**config.mk**
```make
export PLATFORM = sky130hd
export DESIGN_NAME = mlfq_process_scheduler_flat
export DESIGN_NICKNAME = d
export VERILOG_FILES = /design/src/rtl/mlfq_pkg.sv /design/src/rtl/mlfq_if.sv /design/src/rtl/mlfq_ram.sv /design/src/rtl/mlfq_mod.sv /design/src/rtl/mlfq_process_scheduler.sv /design/src/flat_wrapper.sv
export SDC_FILE = /design/constraint.sdc
export NUM_CORES = 2
export LEC_CHECK = 0
export ABC_CLOCK_PERIOD_IN_PS = 7920
export BUFFER_PORTS_ARGS = -buffer_cell sky130_fd_sc_hd__buf_4
export CAP_MARGIN = 40
export CORE_MARGIN = 2
export CORE_UTILIZATION = 45
export CTS_CLUSTER_DIAMETER = 100
export DETAILED_ROUTE_END_ITERATION = 16
export PLACE_DENSITY = 0.61
export SLEW_MARGIN = 20
export SYNTH_ARGS = -nofsm -noshare
export SYNTH_HDL_FRONTEND = slang
export SYNTH_SLANG_ARGS = --single-unit
```
**constraint.sdc**
```tcl
create_clock -name clk -period 7.92 [get_ports clk]
set_input_delay 0.792 -clock clk [delete_from_list [all_inputs] [get_ports clk]]
set_output_delay 0.792 -clock clk [all_outputs]
set_load 0.02 [all_outputs]
```
**src/rtl/mlfq_pkg.sv**
```systemverilog
// shared types and constants for the three-level feedback scheduler
// no dependencies
package mlfq_pkg;
	localparam int MaxProcs = 32;
	localparam int NumLevels = 3;
	localparam int PidW = 6;
	localparam int IdxW = $clog2(MaxProcs);
	localparam int CntW = $clog2(MaxProcs + 1);
	localparam int QAddrW = $clog2(NumLevels * MaxProcs);
	localparam logic [1:0] NoLevel = 2'd3;

	typedef enum logic [1:0] {
		OP_ARRIVE = 2'd0,
		OP_PICK = 2'd1,
		OP_TICK = 2'd2,
		OP_DONE = 2'd3
	} op_t;

	typedef enum logic [1:0] {
		REG_Q0 = 2'd0,
		REG_Q1 = 2'd1,
		REG_Q2 = 2'd2,
		REG_BOOST = 2'd3
	} reg_idx_t;

	typedef struct packed {
		logic [1:0] op;
		logic [PidW-1:0] pid;
		logic [19:0] tick;
	} item_t;

	typedef struct packed {
		logic [PidW-1:0] selected_pid;
		logic [1:0] selected_level;
		logic boosted;
	} result_t;

	typedef struct packed {
		logic [1:0] index;
		logic [15:0] data;
	} cfg_t;

	// queue memory address of slot idx of level lv
	function automatic logic [QAddrW-1:0] qaddr(input logic [1:0] lv, input logic [IdxW-1:0] idx);
		qaddr = QAddrW'(lv) * QAddrW'(MaxProcs) + QAddrW'(idx);
	endfunction

	function automatic logic [IdxW-1:0] wrap_inc(input logic [IdxW-1:0] v);
		wrap_inc = (32'(v) == MaxProcs - 1) ? '0 : v + 1'b1;
	endfunction

	function automatic logic [IdxW-1:0] wrap_dec(input logic [IdxW-1:0] v);
		wrap_dec = (v == '0) ? IdxW'(MaxProcs - 1) : v - 1'b1;
	endfunction
endpackage

```
**src/rtl/mlfq_if.sv**
```systemverilog
// valid/ready channel interfaces for items, results and configuration writes
// depends on mlfq_pkg
interface mlfq_item_if;
	import mlfq_pkg::*;
	logic valid;
	logic ready;
	item_t data;
	modport source(output valid, output data, input ready);
	modport sink(input valid, input data, output ready);
endinterface

interface mlfq_result_if;
	import mlfq_pkg::*;
	logic valid;
	logic ready;
	result_t data;
	modport source(output valid, output data, input ready);
	modport sink(input valid, input data, output ready);
endinterface

interface mlfq_cfg_if;
	import mlfq_pkg::*;
	logic valid;
	logic ready;
	cfg_t data;
	modport source(output valid, output data, input ready);
	modport sink(input valid, input data, output ready);
endinterface

```
**src/rtl/mlfq_ram.sv**
```systemverilog
// generic single-port-write ram with registered read
// no dependencies
module mlfq_ram #(
	parameter int Width = 8,
	parameter int Depth = 32
) (
	input logic clk,
	input logic we,
	input logic [$clog2(Depth)-1:0] waddr,
	input logic [Width-1:0] wdata,
	input logic [$clog2(Depth)-1:0] raddr,
	output logic [Width-1:0] rdata
);
	logic [Width-1:0] mem_q [Depth];

	always_ff @(posedge clk) begin
		if (we) mem_q[waddr] <= wdata;
		rdata <= mem_q[raddr];
	end
endmodule

```
**src/rtl/mlfq_mod.sv**
```systemverilog
// boost test: tick modulo boost interval by restoring shift-subtract, one bit per cycle
// depends on mlfq_pkg
module mlfq_mod (
	input logic clk,
	input logic arst_n,
	input logic start,
	input logic [19:0] dividend,
	input logic [15:0] divisor,
	output logic busy,
	output logic zero_rem
);
	import mlfq_pkg::*;
	logic [16:0] rem_q;
	logic [19:0] shf_q;
	logic [4:0] cnt_q;
	logic [16:0] trial;

	assign trial = {rem_q[15:0], shf_q[19]} - {1'b0, divisor};
	assign zero_rem = (rem_q == '0);

	always_ff @(posedge clk or negedge arst_n) begin
		if (!arst_n) begin
			busy <= 1'b0;
			cnt_q <= '0;
		end else if (start) begin
			busy <= 1'b1;
			cnt_q <= 5'd20;
		end else if (busy) begin
			cnt_q <= cnt_q - 1'b1;
			if (cnt_q == 5'd1) busy <= 1'b0;
		end
	end

	always_ff @(posedge clk) begin
		if (start) begin
			rem_q <= '0;
			shf_q <= dividend;
		end else if (busy) begin
			shf_q <= {shf_q[18:0], 1'b0};
			if (!trial[16]) rem_q <= trial;
			else rem_q <= {rem_q[15:0], shf_q[19]};
		end
	end
endmodule

```
**src/rtl/mlfq_process_scheduler.sv**
```systemverilog
// Three-level round-robin feedback scheduler.
// Channels: item (op, pid, tick), result (selected_pid, selected_level,
// boosted) and a configuration write channel (index 0..2 quanta, 3 boost
// interval). Each accepted item gives exactly one result.
// From item transaction to result valid: arrival and tick end pass through
// S_OUT, a tick that ends the slice through S_SEL first; a pick waits for
// the serial remainder unit for the boost test, then S_SEL and, for a new
// selection, a queue memory read (S_PRD, S_POP); a boosted pick walks the
// live list with S_BRD and S_BPUT per entry, completion with S_CRD and S_CPUT.
// One item is in flight at a time; item ready is low until the result
// transaction is done, so the next item is taken in the cycle after it at the
// earliest. If the receiver stalls, the result stays in the output register
// and the next item waits.
// Reset clears all control state, quanta to 2/4/8, boost interval to 50;
// memories need no clearing since only written entries are read.
module mlfq_process_scheduler (
	input logic clk,
	input logic arst_n,
	mlfq_item_if.sink item,
	mlfq_result_if.source result,
	mlfq_cfg_if.sink cfg
);
	import mlfq_pkg::*;

	typedef enum logic [10:0] {
		S_IDLE = 11'b00000000001,
		S_DIV = 11'b00000000010,
		S_BST = 11'b00000000100,
		S_BRD = 11'b00000001000,
		S_BPUT = 11'b00000010000,
		S_SEL = 11'b00000100000,
		S_PRD = 11'b00001000000,
		S_POP = 11'b00010000000,
		S_CRD = 11'b00100000000,
		S_CPUT = 11'b01000000000,
		S_OUT = 11'b10000000000
	} state_t;

	state_t state_q;
	item_t it_q;
	logic [7:0] quant_q [NumLevels];
	logic [15:0] boost_q;
	logic [IdxW-1:0] head_q [NumLevels];
	logic [CntW-1:0] count_q [NumLevels];
	logic [7:0] saved_q [NumLevels];
	logic [PidW-1:0] run_pid_q;
	logic [1:0] run_lvl_q;
	logic [7:0] slice_q;
	logic [CntW-1:0] live_cnt_q;
	logic [CntW-1:0] rd_q, wr_q;
	logic boosted_q;
	logic [1:0] top_q;
	logic [PidW-1:0] bst_run_q;

	// queue memory
	logic q_we;
	logic [QAddrW-1:0] q_waddr, q_raddr;
	logic [PidW-1:0] q_wdata, q_rdata;
	// live list memory
	logic l_we;
	logic [IdxW-1:0] l_waddr, l_raddr;
	logic [PidW-1:0] l_wdata, l_rdata;

	mlfq_ram #(.Width(PidW), .Depth(NumLevels * MaxProcs)) u_qram (
		.clk(clk), .we(q_we), .waddr(q_waddr), .wdata(q_wdata),
		.raddr(q_raddr), .rdata(q_rdata)
	);
	mlfq_ram #(.Width(PidW), .Depth(MaxProcs)) u_lram (
		.clk(clk), .we(l_we), .waddr(l_waddr), .wdata(l_wdata),
		.raddr(l_raddr), .rdata(l_rdata)
	);

	logic div_start, div_busy, div_zero;
	mlfq_mod u_mod (
		.clk(clk), .arst_n(arst_n), .start(div_start), .dividend(item.data.tick),
		.divisor(boost_q), .busy(div_busy), .zero_rem(div_zero)
	);

	function automatic logic [7:0] qnt(input logic [7:0] q);
		qnt = (q == '0) ? 8'd1 : q;
	endfunction

	logic [1:0] top;
	logic full_live;
	always_comb begin
		priority if (count_q[0] != '0) top = 2'd0;
		else if (count_q[1] != '0) top = 2'd1;
		else if (count_q[2] != '0) top = 2'd2;
		else top = NoLevel;
	end
	assign full_live = (32'(live_cnt_q) >= MaxProcs);

	assign item.ready = (state_q == S_IDLE) && !result.valid;
	assign cfg.ready = 1'b1;
	assign div_start = (state_q == S_IDLE) && item.valid && item.ready
		&& (item.data.op == OP_PICK);

	logic [1:0] nl;
	logic [IdxW-1:0] tail_idx;
	always_comb begin
		nl = (run_lvl_q >= 2'd1) ? 2'd2 : run_lvl_q + 2'd1;
		tail_idx = '0;
		q_we = 1'b0;
		q_waddr = '0;
		q_wdata = run_pid_q;
		q_raddr = qaddr(top_q, head_q[top_q[1:0] == NoLevel ? 2'd0 : top_q]);
		l_we = 1'b0;
		l_waddr = IdxW'(live_cnt_q);
		l_wdata = it_q.pid;
		l_raddr = IdxW'(rd_q);
		unique case (state_q)
			S_IDLE: begin
				if (item.valid && item.ready && item.data.op == OP_ARRIVE
					&& item.data.pid != '0 && 32'(item.data.pid) <= MaxProcs) begin
					tail_idx = IdxW'((32'(head_q[0]) + 32'(count_q[0])) % MaxProcs);
					q_we = (32'(count_q[0]) < MaxProcs);
					q_waddr = qaddr(2'd0, tail_idx);
					q_wdata = item.data.pid;
					l_we = !full_live;
					l_wdata = item.data.pid;
				end
			end
			S_BPUT: begin
				if (l_rdata != bst_run_q && 32'(count_q[0]) < MaxProcs) begin
					q_we = 1'b1;
					q_waddr = qaddr(2'd0, IdxW'(count_q[0]));
					q_wdata = l_rdata;
				end
			end
			S_BST: begin
				// running process goes in front of the rebuilt level 0
				if (run_pid_q != '0) begin
					q_we = (32'(count_q[0]) < MaxProcs);
					q_waddr = qaddr(2'd0, wrap_dec(head_q[0]));
				end
			end
			S_SEL: begin
				// tail push on slice expiry, or head push for preempt
				if (it_q.op == OP_TICK) begin
					tail_idx = IdxW'((32'(head_q[nl]) + 32'(count_q[nl])) % MaxProcs);
					q_we = (32'(count_q[nl]) < MaxProcs);
					q_waddr = qaddr(nl, tail_idx);
				end else if (run_pid_q != '0 && top != NoLevel && top < run_lvl_q) begin
					q_we = (32'(count_q[run_lvl_q]) < MaxProcs);
					q_waddr = qaddr(run_lvl_q, wrap_dec(head_q[run_lvl_q]));
				end
			end
			S_CPUT: begin
				if (l_rdata != run_pid_q) begin
					l_we = 1'b1;
					l_waddr = IdxW'(wr_q);
					l_wdata = l_rdata;
				end
			end
			default: ;
		endcase
	end

	always_ff @(posedge clk or negedge arst_n) begin
		if (!arst_n) begin
			state_q <= S_IDLE;
			quant_q[0] <= 8'd2;
			quant_q[1] <= 8'd4;
			quant_q[2] <= 8'd8;
			boost_q <= 16'd50;
			for (int l = 0; l < NumLevels; l++) begin
				head_q[l] <= '0;
				count_q[l] <= '0;
				saved_q[l] <= '0;
			end
			run_pid_q <= '0;
			run_lvl_q <= NoLevel;
			slice_q <= '0;
			live_cnt_q <= '0;
			rd_q <= '0;
			wr_q <= '0;
			boosted_q <= 1'b0;
			top_q <= '0;
			bst_run_q <= '0;
			result.valid <= 1'b0;
			it_q <= '0;
		end else begin
			if (cfg.valid) begin
				unique case (reg_idx_t'(cfg.data.index))
					REG_Q0: quant_q[0] <= cfg.data.data[7:0];
					REG_Q1: quant_q[1] <= cfg.data.data[7:0];
					REG_Q2: quant_q[2] <= cfg.data.data[7:0];
					REG_BOOST: boost_q <= cfg.data.data;
				endcase
			end
			if (result.valid && result.ready) result.valid <= 1'b0;
			unique case (state_q)
				S_IDLE: begin
					if (item.valid && item.ready) begin
						it_q <= item.data;
						boosted_q <= 1'b0;
						unique case (op_t'(item.data.op))
							OP_ARRIVE: begin
								if (item.data.pid != '0 && 32'(item.data.pid) <= MaxProcs) begin
									if (32'(count_q[0]) < MaxProcs) count_q[0] <= count_q[0] + 1'b1;
									if (!full_live) live_cnt_q <= live_cnt_q + 1'b1;
								end
								state_q <= S_OUT;
							end
							OP_PICK: state_q <= S_DIV;
							OP_TICK: begin
								if (item.data.pid != '0 && run_pid_q != '0) begin
									if (slice_q <= 8'd1) begin
										slice_q <= '0;
										state_q <= S_SEL;
									end else begin
										slice_q <= slice_q - 1'b1;
										state_q <= S_OUT;
									end
								end else state_q <= S_OUT;
							end
							OP_DONE: begin
								rd_q <= '0;
								wr_q <= '0;
								if (run_pid_q != '0 && live_cnt_q != '0) state_q <= S_CRD;
								else begin
									run_pid_q <= '0;
									run_lvl_q <= NoLevel;
									slice_q <= '0;
									state_q <= S_OUT;
								end
							end
						endcase
					end
				end
				S_DIV: begin
					if (!div_busy) begin
						if (it_q.tick != '0 && boost_q != '0 && div_zero) begin
							boosted_q <= 1'b1;
							bst_run_q <= run_pid_q;
							for (int l = 0; l < NumLevels; l++) begin
								head_q[l] <= '0;
								count_q[l] <= '0;
								saved_q[l] <= '0;
							end
							rd_q <= '0;
							state_q <= (live_cnt_q != '0) ? S_BRD : S_BST;
						end else state_q <= S_SEL;
					end
				end
				S_BRD: state_q <= S_BPUT;
				S_BPUT: begin
					if (l_rdata != bst_run_q && 32'(count_q[0]) < MaxProcs)
						count_q[0] <= count_q[0] + 1'b1;
					rd_q <= rd_q + 1'b1;
					state_q <= (rd_q + 1'b1 == live_cnt_q) ? S_BST : S_BRD;
				end
				S_BST: begin
					// running process returns to the head of level 0 with a full quantum
					if (run_pid_q != '0) begin
						if (32'(count_q[0]) < MaxProcs) begin
							head_q[0] <= wrap_dec(head_q[0]);
							count_q[0] <= count_q[0] + 1'b1;
							saved_q[0] <= qnt(quant_q[0]);
						end
						run_pid_q <= '0;
						run_lvl_q <= NoLevel;
						slice_q <= '0;
					end
					state_q <= S_SEL;
				end
				S_SEL: begin
					if (it_q.op == OP_TICK) begin
						if (32'(count_q[nl]) < MaxProcs) count_q[nl] <= count_q[nl] + 1'b1;
						run_pid_q <= '0;
						run_lvl_q <= NoLevel;
						slice_q <= '0;
						state_q <= S_OUT;
					end else if (run_pid_q != '0 && top != NoLevel && top < run_lvl_q) begin
						if (32'(count_q[run_lvl_q]) < MaxProcs) begin
							head_q[run_lvl_q] <= wrap_dec(head_q[run_lvl_q]);
							count_q[run_lvl_q] <= count_q[run_lvl_q] + 1'b1;
							saved_q[run_lvl_q] <= slice_q;
						end
						run_pid_q <= '0;
						run_lvl_q <= NoLevel;
						slice_q <= '0;
						top_q <= top;
						state_q <= S_PRD;
					end else if (run_pid_q != '0 && slice_q != '0) begin
						state_q <= S_OUT;
					end else if (top == NoLevel) begin
						run_pid_q <= '0;
						run_lvl_q <= NoLevel;
						slice_q <= '0;
						state_q <= S_OUT;
					end else begin
						top_q <= top;
						state_q <= S_PRD;
					end
				end
				S_PRD: state_q <= S_POP;
				S_POP: begin
					run_pid_q <= q_rdata;
					head_q[top_q] <= wrap_inc(head_q[top_q]);
					count_q[top_q] <= count_q[top_q] - 1'b1;
					slice_q <= (saved_q[top_q] != '0) ? saved_q[top_q] : qnt(quant_q[top_q]);
					saved_q[top_q] <= '0;
					run_lvl_q <= top_q;
					state_q <= S_OUT;
				end
				S_CRD: state_q <= S_CPUT;
				S_CPUT: begin
					if (l_rdata != run_pid_q) wr_q <= wr_q + 1'b1;
					rd_q <= rd_q + 1'b1;
					if (rd_q + 1'b1 == live_cnt_q) begin
						live_cnt_q <= (l_rdata != run_pid_q) ? wr_q + 1'b1 : wr_q;
						run_pid_q <= '0;
						run_lvl_q <= NoLevel;
						slice_q <= '0;
						state_q <= S_OUT;
					end else state_q <= S_CRD;
				end
				S_OUT: begin
					result.valid <= 1'b1;
					state_q <= S_IDLE;
				end
				default: state_q <= S_IDLE;
			endcase
		end
	end

	always_ff @(posedge clk) begin
		if (state_q == S_OUT) begin
			result.data.selected_pid <= run_pid_q;
			result.data.selected_level <= run_lvl_q;
			result.data.boosted <= boosted_q;
		end
	end
endmodule
```
**src/flat_wrapper.sv**
```systemverilog
// flat-port wrapper written by rule: the top's interface ports become plain ports
module mlfq_process_scheduler_flat import mlfq_pkg::*;
  (clk, arst_n, item_valid, item_data, item_ready, result_valid, result_data, result_ready, cfg_valid, cfg_data, cfg_ready);
  mlfq_item_if item_i ();
  mlfq_result_if result_i ();
  mlfq_cfg_if cfg_i ();
  input logic clk;
  input logic arst_n;
  input wire logic [$bits(item_i.valid)-1:0] item_valid;
  input wire logic [$bits(item_i.data)-1:0] item_data;
  output wire logic [$bits(item_i.ready)-1:0] item_ready;
  output wire logic [$bits(result_i.valid)-1:0] result_valid;
  output wire logic [$bits(result_i.data)-1:0] result_data;
  input wire logic [$bits(result_i.ready)-1:0] result_ready;
  input wire logic [$bits(cfg_i.valid)-1:0] cfg_valid;
  input wire logic [$bits(cfg_i.data)-1:0] cfg_data;
  output wire logic [$bits(cfg_i.ready)-1:0] cfg_ready;
  assign item_i.valid = item_valid;
  assign item_i.data = item_data;
  assign item_ready = item_i.ready;
  assign result_valid = result_i.valid;
  assign result_data = result_i.data;
  assign result_i.ready = result_ready;
  assign cfg_i.valid = cfg_valid;
  assign cfg_i.data = cfg_data;
  assign cfg_ready = cfg_i.ready;
  mlfq_process_scheduler u_core (.clk(clk), .arst_n(arst_n), .item(item_i), .result(result_i), .cfg(cfg_i));
endmodule
```
# == After elaboration in Yosys (flattened, before gate mapping) ==
# Memory sizes are Yosys's and may differ from the RTL's. A register that Yosys moved wholly into a read port is not among the register bits.
# Cells that the tools add are included.
# word_totals
register_bits,232
ramBits,768
input_bits,51
output_inout_bits,12
word_cells,391
mem_count,2
# op_classes
addsub,19
n_lt_le_gt_ge,15
eq_ne,51
mux,194
bitwise,8
reduce_logical,68
# memory_table
memory,words,width,rd,rd_ports_with_merged_regs,wr,line,rtl
u_core.u_qram.mem_q,96,6,1,1,1,mlfq_ram.sv:14,logic [Width-1:0] mem_q [Depth];
u_core.u_lram.mem_q,32,6,1,1,1,mlfq_ram.sv:14,
# op_table
cell,count
$mux 6,38
$mux 8,21
$mux 11,11
$mux 24,5
$mux 5,22
$pmux 11 s10,1
$mux 18,6
$mux 15,5
$bwmux 18,3
$pmux 16 s3,1
$pmux 6 s2,4
$pmux 11 s4,1
$reduce_bool 6->1,7
$bmux 5 s2,4
$mux 20,2
$pmux 8 s5,1
$add 6x1->6 const B,6
$bmux 6 s2,3
$demux 6 s2,3
$pmux 12 s3,1
$pmux 6 s6,1
$bmux 8 s2,2
$demux 8 s2,2
$mux 2,16
82 further kinds,189

# == Depth between registers and ports, before layout ==
# logic_depth
ltp_word,12
mapped_depth,18
ltp_nobuf,16

# == Modules after synthesis ==
# A second synthesis with hierarchy kept.
# unflattened
hier_cells,3063
area_unflattened_um2,45782.7
# modules_own_cells
mod,n_inst,cells_each,area_each_um2,seq_area_each_um2
mlfq_ram (u_core.u_qram),1,1074,22716.8,17416.7
mlfq_process_scheduler,1,1379,12675.9,4785.8
mlfq_ram (u_core.u_lram),1,324,7588.5,5885.6
mlfq_mod,1,286,2801.4,1091.0

# == Least setup slack after synthesis ==
# OpenSTA, ideal clock, no wires.
# synth_timing
path_kind,register to register
startpoint,reg u_core.run_lvl_q[0]
endpoint,"mem u_core.u_qram.mem_q[78][0] in the netlist's numbering, enable pin"
setup_ps,350
t_arrival_ps,3650
required_time_ps,7570
path_slack_ps,3921
path_stages_with_launch,18
n_path_buf,4
period_less_slack_ps,3999
path_cell_list,dfstp_2 buf_4 or2_2 clkbuf_1 buf_2 clkbuf_1 nand2_1 nand2_1 ha_1 fa_1 a21o_1 a21oi_1 xnor2_1 a221oi_1 o311a_1 and2_1 nand2_1 nor2_1
# synth_via
elab_chain_len,11
word_cells_on_any_way,35
classes_between,add/sub (5); order compare (4); mux (22); bitwise (2); reduce/logical (2)
# synth_lines
element,line,rtl
"start, declared",mlfq_process_scheduler.sv:47,logic [1:0] run_lvl_q;
"start signal, assigned",mlfq_process_scheduler.sv:172,run_lvl_q <= NoLevel;
"start signal, assigned",mlfq_process_scheduler.sv:223,run_lvl_q <= NoLevel;
"start signal, assigned",mlfq_process_scheduler.sv:262,run_lvl_q <= NoLevel;
"parallel branches: the longest is 11 deep, another holds $add 7x5->7",n/a,
"end, declared",mlfq_ram.sv:14,
# Parallel ways; which one is timed is not known. The select of a mux whose other input is x is not followed.

# == Final worst setup path ==
# layout_timing
startpoint,reg u_core.run_lvl_q[0]
endpoint,"mem u_core.u_qram.mem_q[36][0] in the netlist's numbering, enable pin"
# The elaborated chain is that of the path after synthesis.

==> impl_metrics.py <==
metrics = {
    "status": {
        "status": "completed",
    },
    "cells_and_area": {
        "layout-drive-gt1-share_pct": 16.23,
        "area_growth_pct": 12.81,
        "fin_area_mm2": 0.05173,
        "fillCellCount": 8564,
        "instances_no_fill": 4843,
        "seq_area_mm2": 0.02919,
        "fin_nets": 3482,
        "multi_input_area_mm2": 0.01573,
    },
    "critical_path": {
        "rrSetupSlack_ns": 3.00,
        "critPathMaxFanout": 21,
        "required_ns": 8.23,
        "end_kind": "flop",
        "rr_worst_depth": 11,
        "startpoint_type": "flop",
        "crit_type": "reg2reg",
        "worstPathArrival_ns": 5.22,
    },
    "sta": {
        "relSlewSlack_pct": 25.41,
        "finalMaxSlewViolations": 0,
        "fmax_mhz": 203.4,
        "setup_violations": 0,
        "rsz0062_at_grt": "false",
        "timing.hold.ws_ns": 0.08431,
        "setup_tns_ns": 0,
        "fin_crit_sh_pct": 62.06,
        "fin_worst_skew_ns": 0.03647,
        "worstMarginPinSlew_ns": 1.119,
        "layout_min_cycle_time_ns": 4.915,
        "hold_violations": 0,
    },
    "detailed_routing": {
        "num_vias": 28315,
        "drt-vias-per-instance": 5.847,
        "drt-initial-drc-count": 2982,
        "drcViolationCount": 0,
        "first_pass_iters": 6,
        "wl_per_cell_um": 23.60,
        "routed_wl_um": 114300,
        "final_antenna_net_count": 0,
    },
    "place": {
        "dp.cells": 4641,
        "io_buffers": 61,
        "gp_congestion": 0.9235,
        "place_area_mm2": 0.04801,
        "hpwl_um": 75200,
    },
    "clock_network": {
        "cts_made_buffers": 105,
        "clock_latency_ns": 0.69,
        "cts_tree": "yes",
        "clockBufferDepth": 3,
        "path_clk_slew_ns": 0.07,
        "cts.sinks": 1012,
        "cts-root-buf": "clkbuf_16",
        "h-tree-depth": 3,
        "ctsHoldBuffers": 0,
        "ctsResizeCount": 0,
        "post_cts_buffers": 0,
    },
    "logic_synthesis": {
        "synth-seq-cells": 1012,
        "ys.flop_type": "edfxtp_1",
        "synth_nets": 3437,
        "synth_cells": 3340,
        "ys_top_cells_by_count": "edfxtp_1, nand2_1, mux2i_1",
        "syn_area_per_cell_um2": 13.73,
        "synth_warnings": 0,
        "synth.most_common_cell": "edfxtp_1",
        "synth-async-reset-ratio_pct": 18.38,
        "synth_area_mm2": 0.04586,
        "ys_types": 105,
        "ys_seq_area_share_pct": 63.62,
        "synth_edf_count": 797,
        "synth.top_cell.area_share_pct": 52.19,
        "synth_top_area_cell": "edfxtp_1",
        "ys_top_cells_by_area": "edfxtp_1, dfrtp_1, mux2i_1, mux4_2, mux2_2",
    },
    "pwr": {
        "leakagePower_nw": 18.00,
        "power.total_w": 0.01411,
        "p_switching_w": 0.003820,
        "p_sw_share_pct": 27.08,
        "power.share.clock_pct": 36.4,
        "powerDensity_mw_per_mm2": 272.6,
        "pwr-share-comb_pct": 16.7,
        "intPower_w": 0.01029,
        "p_seq_share_pct": 46.9,
        "ir_drop_mv": 0.2389,
    },
    "global_routing": {
        "grt_overflow_total": 0,
        "grt_pass1_wl_um": 173500,
        "grt_max_degree": 144,
        "grt_usage_pct": 21.77,
        "grt_pass1_vias": 27876,
        "grt_antenna_before_repair": 2,
    },
    "flow_run": {
        "max_cap_violations": 0,
    },
    "die": {
        "die_w_um": 323.2,
        "start_util_pct": 45.21,
        "core_mm2": 0.1014,
        "die_h_um": 323.2,
        "num_rows": 117,
        "die_area_mm2": 0.1045,
        "pin_count": 63,
    },
    "hold_path": {
        "worstHoldPathType": "in2async",
    },
}
-- worst max-delay path: stages, from the launching register on --
cell and delay (ns):
dfstp_2 0.87, or2_2 0.53, mux2_2 0.47, ha_1 0.34, a21o_1 0.17, a21oi_1 0.16, xnor2_1 0.10, a221oi_1 0.39
o311ai_1 0.28, nor2_1 0.34, nand2_1 0.36, nor2_1 0.51
-- area by class of cell --
cell class              instances  area share [%]
diodes                          1        0.004837
clock buffers                 126           5.369
clock inverters                70           1.637
inverters                      43          0.3120
multi-input cells            2086           30.41
flip-flops and latches       1012           56.41
well taps                    1368           3.309
repair buffers                137           2.542
-- power by group through the flow --
stage	combinational, W	sequential, W	clock (W)
after floorplan	0.00169	0.00659	0
after global placement	0.00229	0.00672	0
after detailed placement	0.00235	0.00671	0
after CTS	0.00236	0.00661	0.00523
after global routing	0.00263	0.00665	0.00543
final	0.00236	0.00661	0.00514
-- registers in the layout, indices dropped and copies added (netlist names), 8 cells and up --
name / count
u_core.saved_q: 24
u_core.state_q: 11
u_core.head_q: 15
u_core.count_q: 18
u_core.slice_q: 8
u_core.u_lram.mem_q: 192
u_core.u_qram.mem_q: 576
u_core.boost_q: 16
u_core.quant_q: 24
u_core.u_mod.rem_q: 17
u_core.result.data: 9
u_core.u_mod.shf_q: 20
u_core.it_q: 28
-- placed cells by master, fill, tap and decap left out, drive strengths merged, types with 37 or more instances in the layout --
| cell type | count |
|---|---|
| a211oi | 40 |
| a21oi | 108 |
| a22oi | 38 |
| and2 | 38 |
| buf | 136 |
| clkbuf | 127 |
| clkinv | 44 |
| dfrtp | 177 |
| edfxtp | 797 |
| ha | 43 |
| inv | 46 |
| mux2 | 118 |
| mux2i | 295 |
| mux4 | 72 |
| nand2 | 320 |
| nand3 | 68 |
| nor2 | 264 |
| o21ai | 121 |
| o221ai | 37 |
-- stage by stage --
| stage | setup WS [ns] | util (%) |
|---|---|---|
| 2_1_floorplan | 3.921 | - |
| 3_3_place_gp | 3.067 | 46.94 |
| 3_5_place_dp | 3.112 | 47.32 |
| 4_1_cts | 3.058 | 50.90 |
| 5_1_grt | 2.743 | 51.00 |
| 6_report | 3.005 | 51.00 |
-- per-layer routing --
layer / routed length [um] / track usage [%]
met5: 0 / 0
met2: 53450 / 34.73
met3: 7004 / 3.300
met1: 50600 / 30.77
met4: 3244 / 6.760
-- cell families after synthesis --
group	synth area share (%)
and+or+nand+nor	8.848
other	0.008177
DFF	63.62
adders and majority gates	1.304
AOI/OAI and AO/OA	9.631
xor gates and xnor gates	1.271
muxes	12.91
buffers and inverters	2.406
-- worst paths after layout --
check / endpoint / startpoint
min in group clk: u_core.boost_q[10] / cfg_data[10]
max: u_core.u_qram.mem_q[36][0] / u_core.run_lvl_q[0]
min reg2reg: u_core.run_pid_q[3] / u_core.u_qram.rdata[3]
max reg2reg: u_core.u_qram.mem_q[36][0] / u_core.run_lvl_q[0]
max in group asynchronous: u_core.run_pid_q[0] / arst_n
min: u_core.boost_q[11] / arst_n
Note: power is estimated with default switching activity, not from simulation.
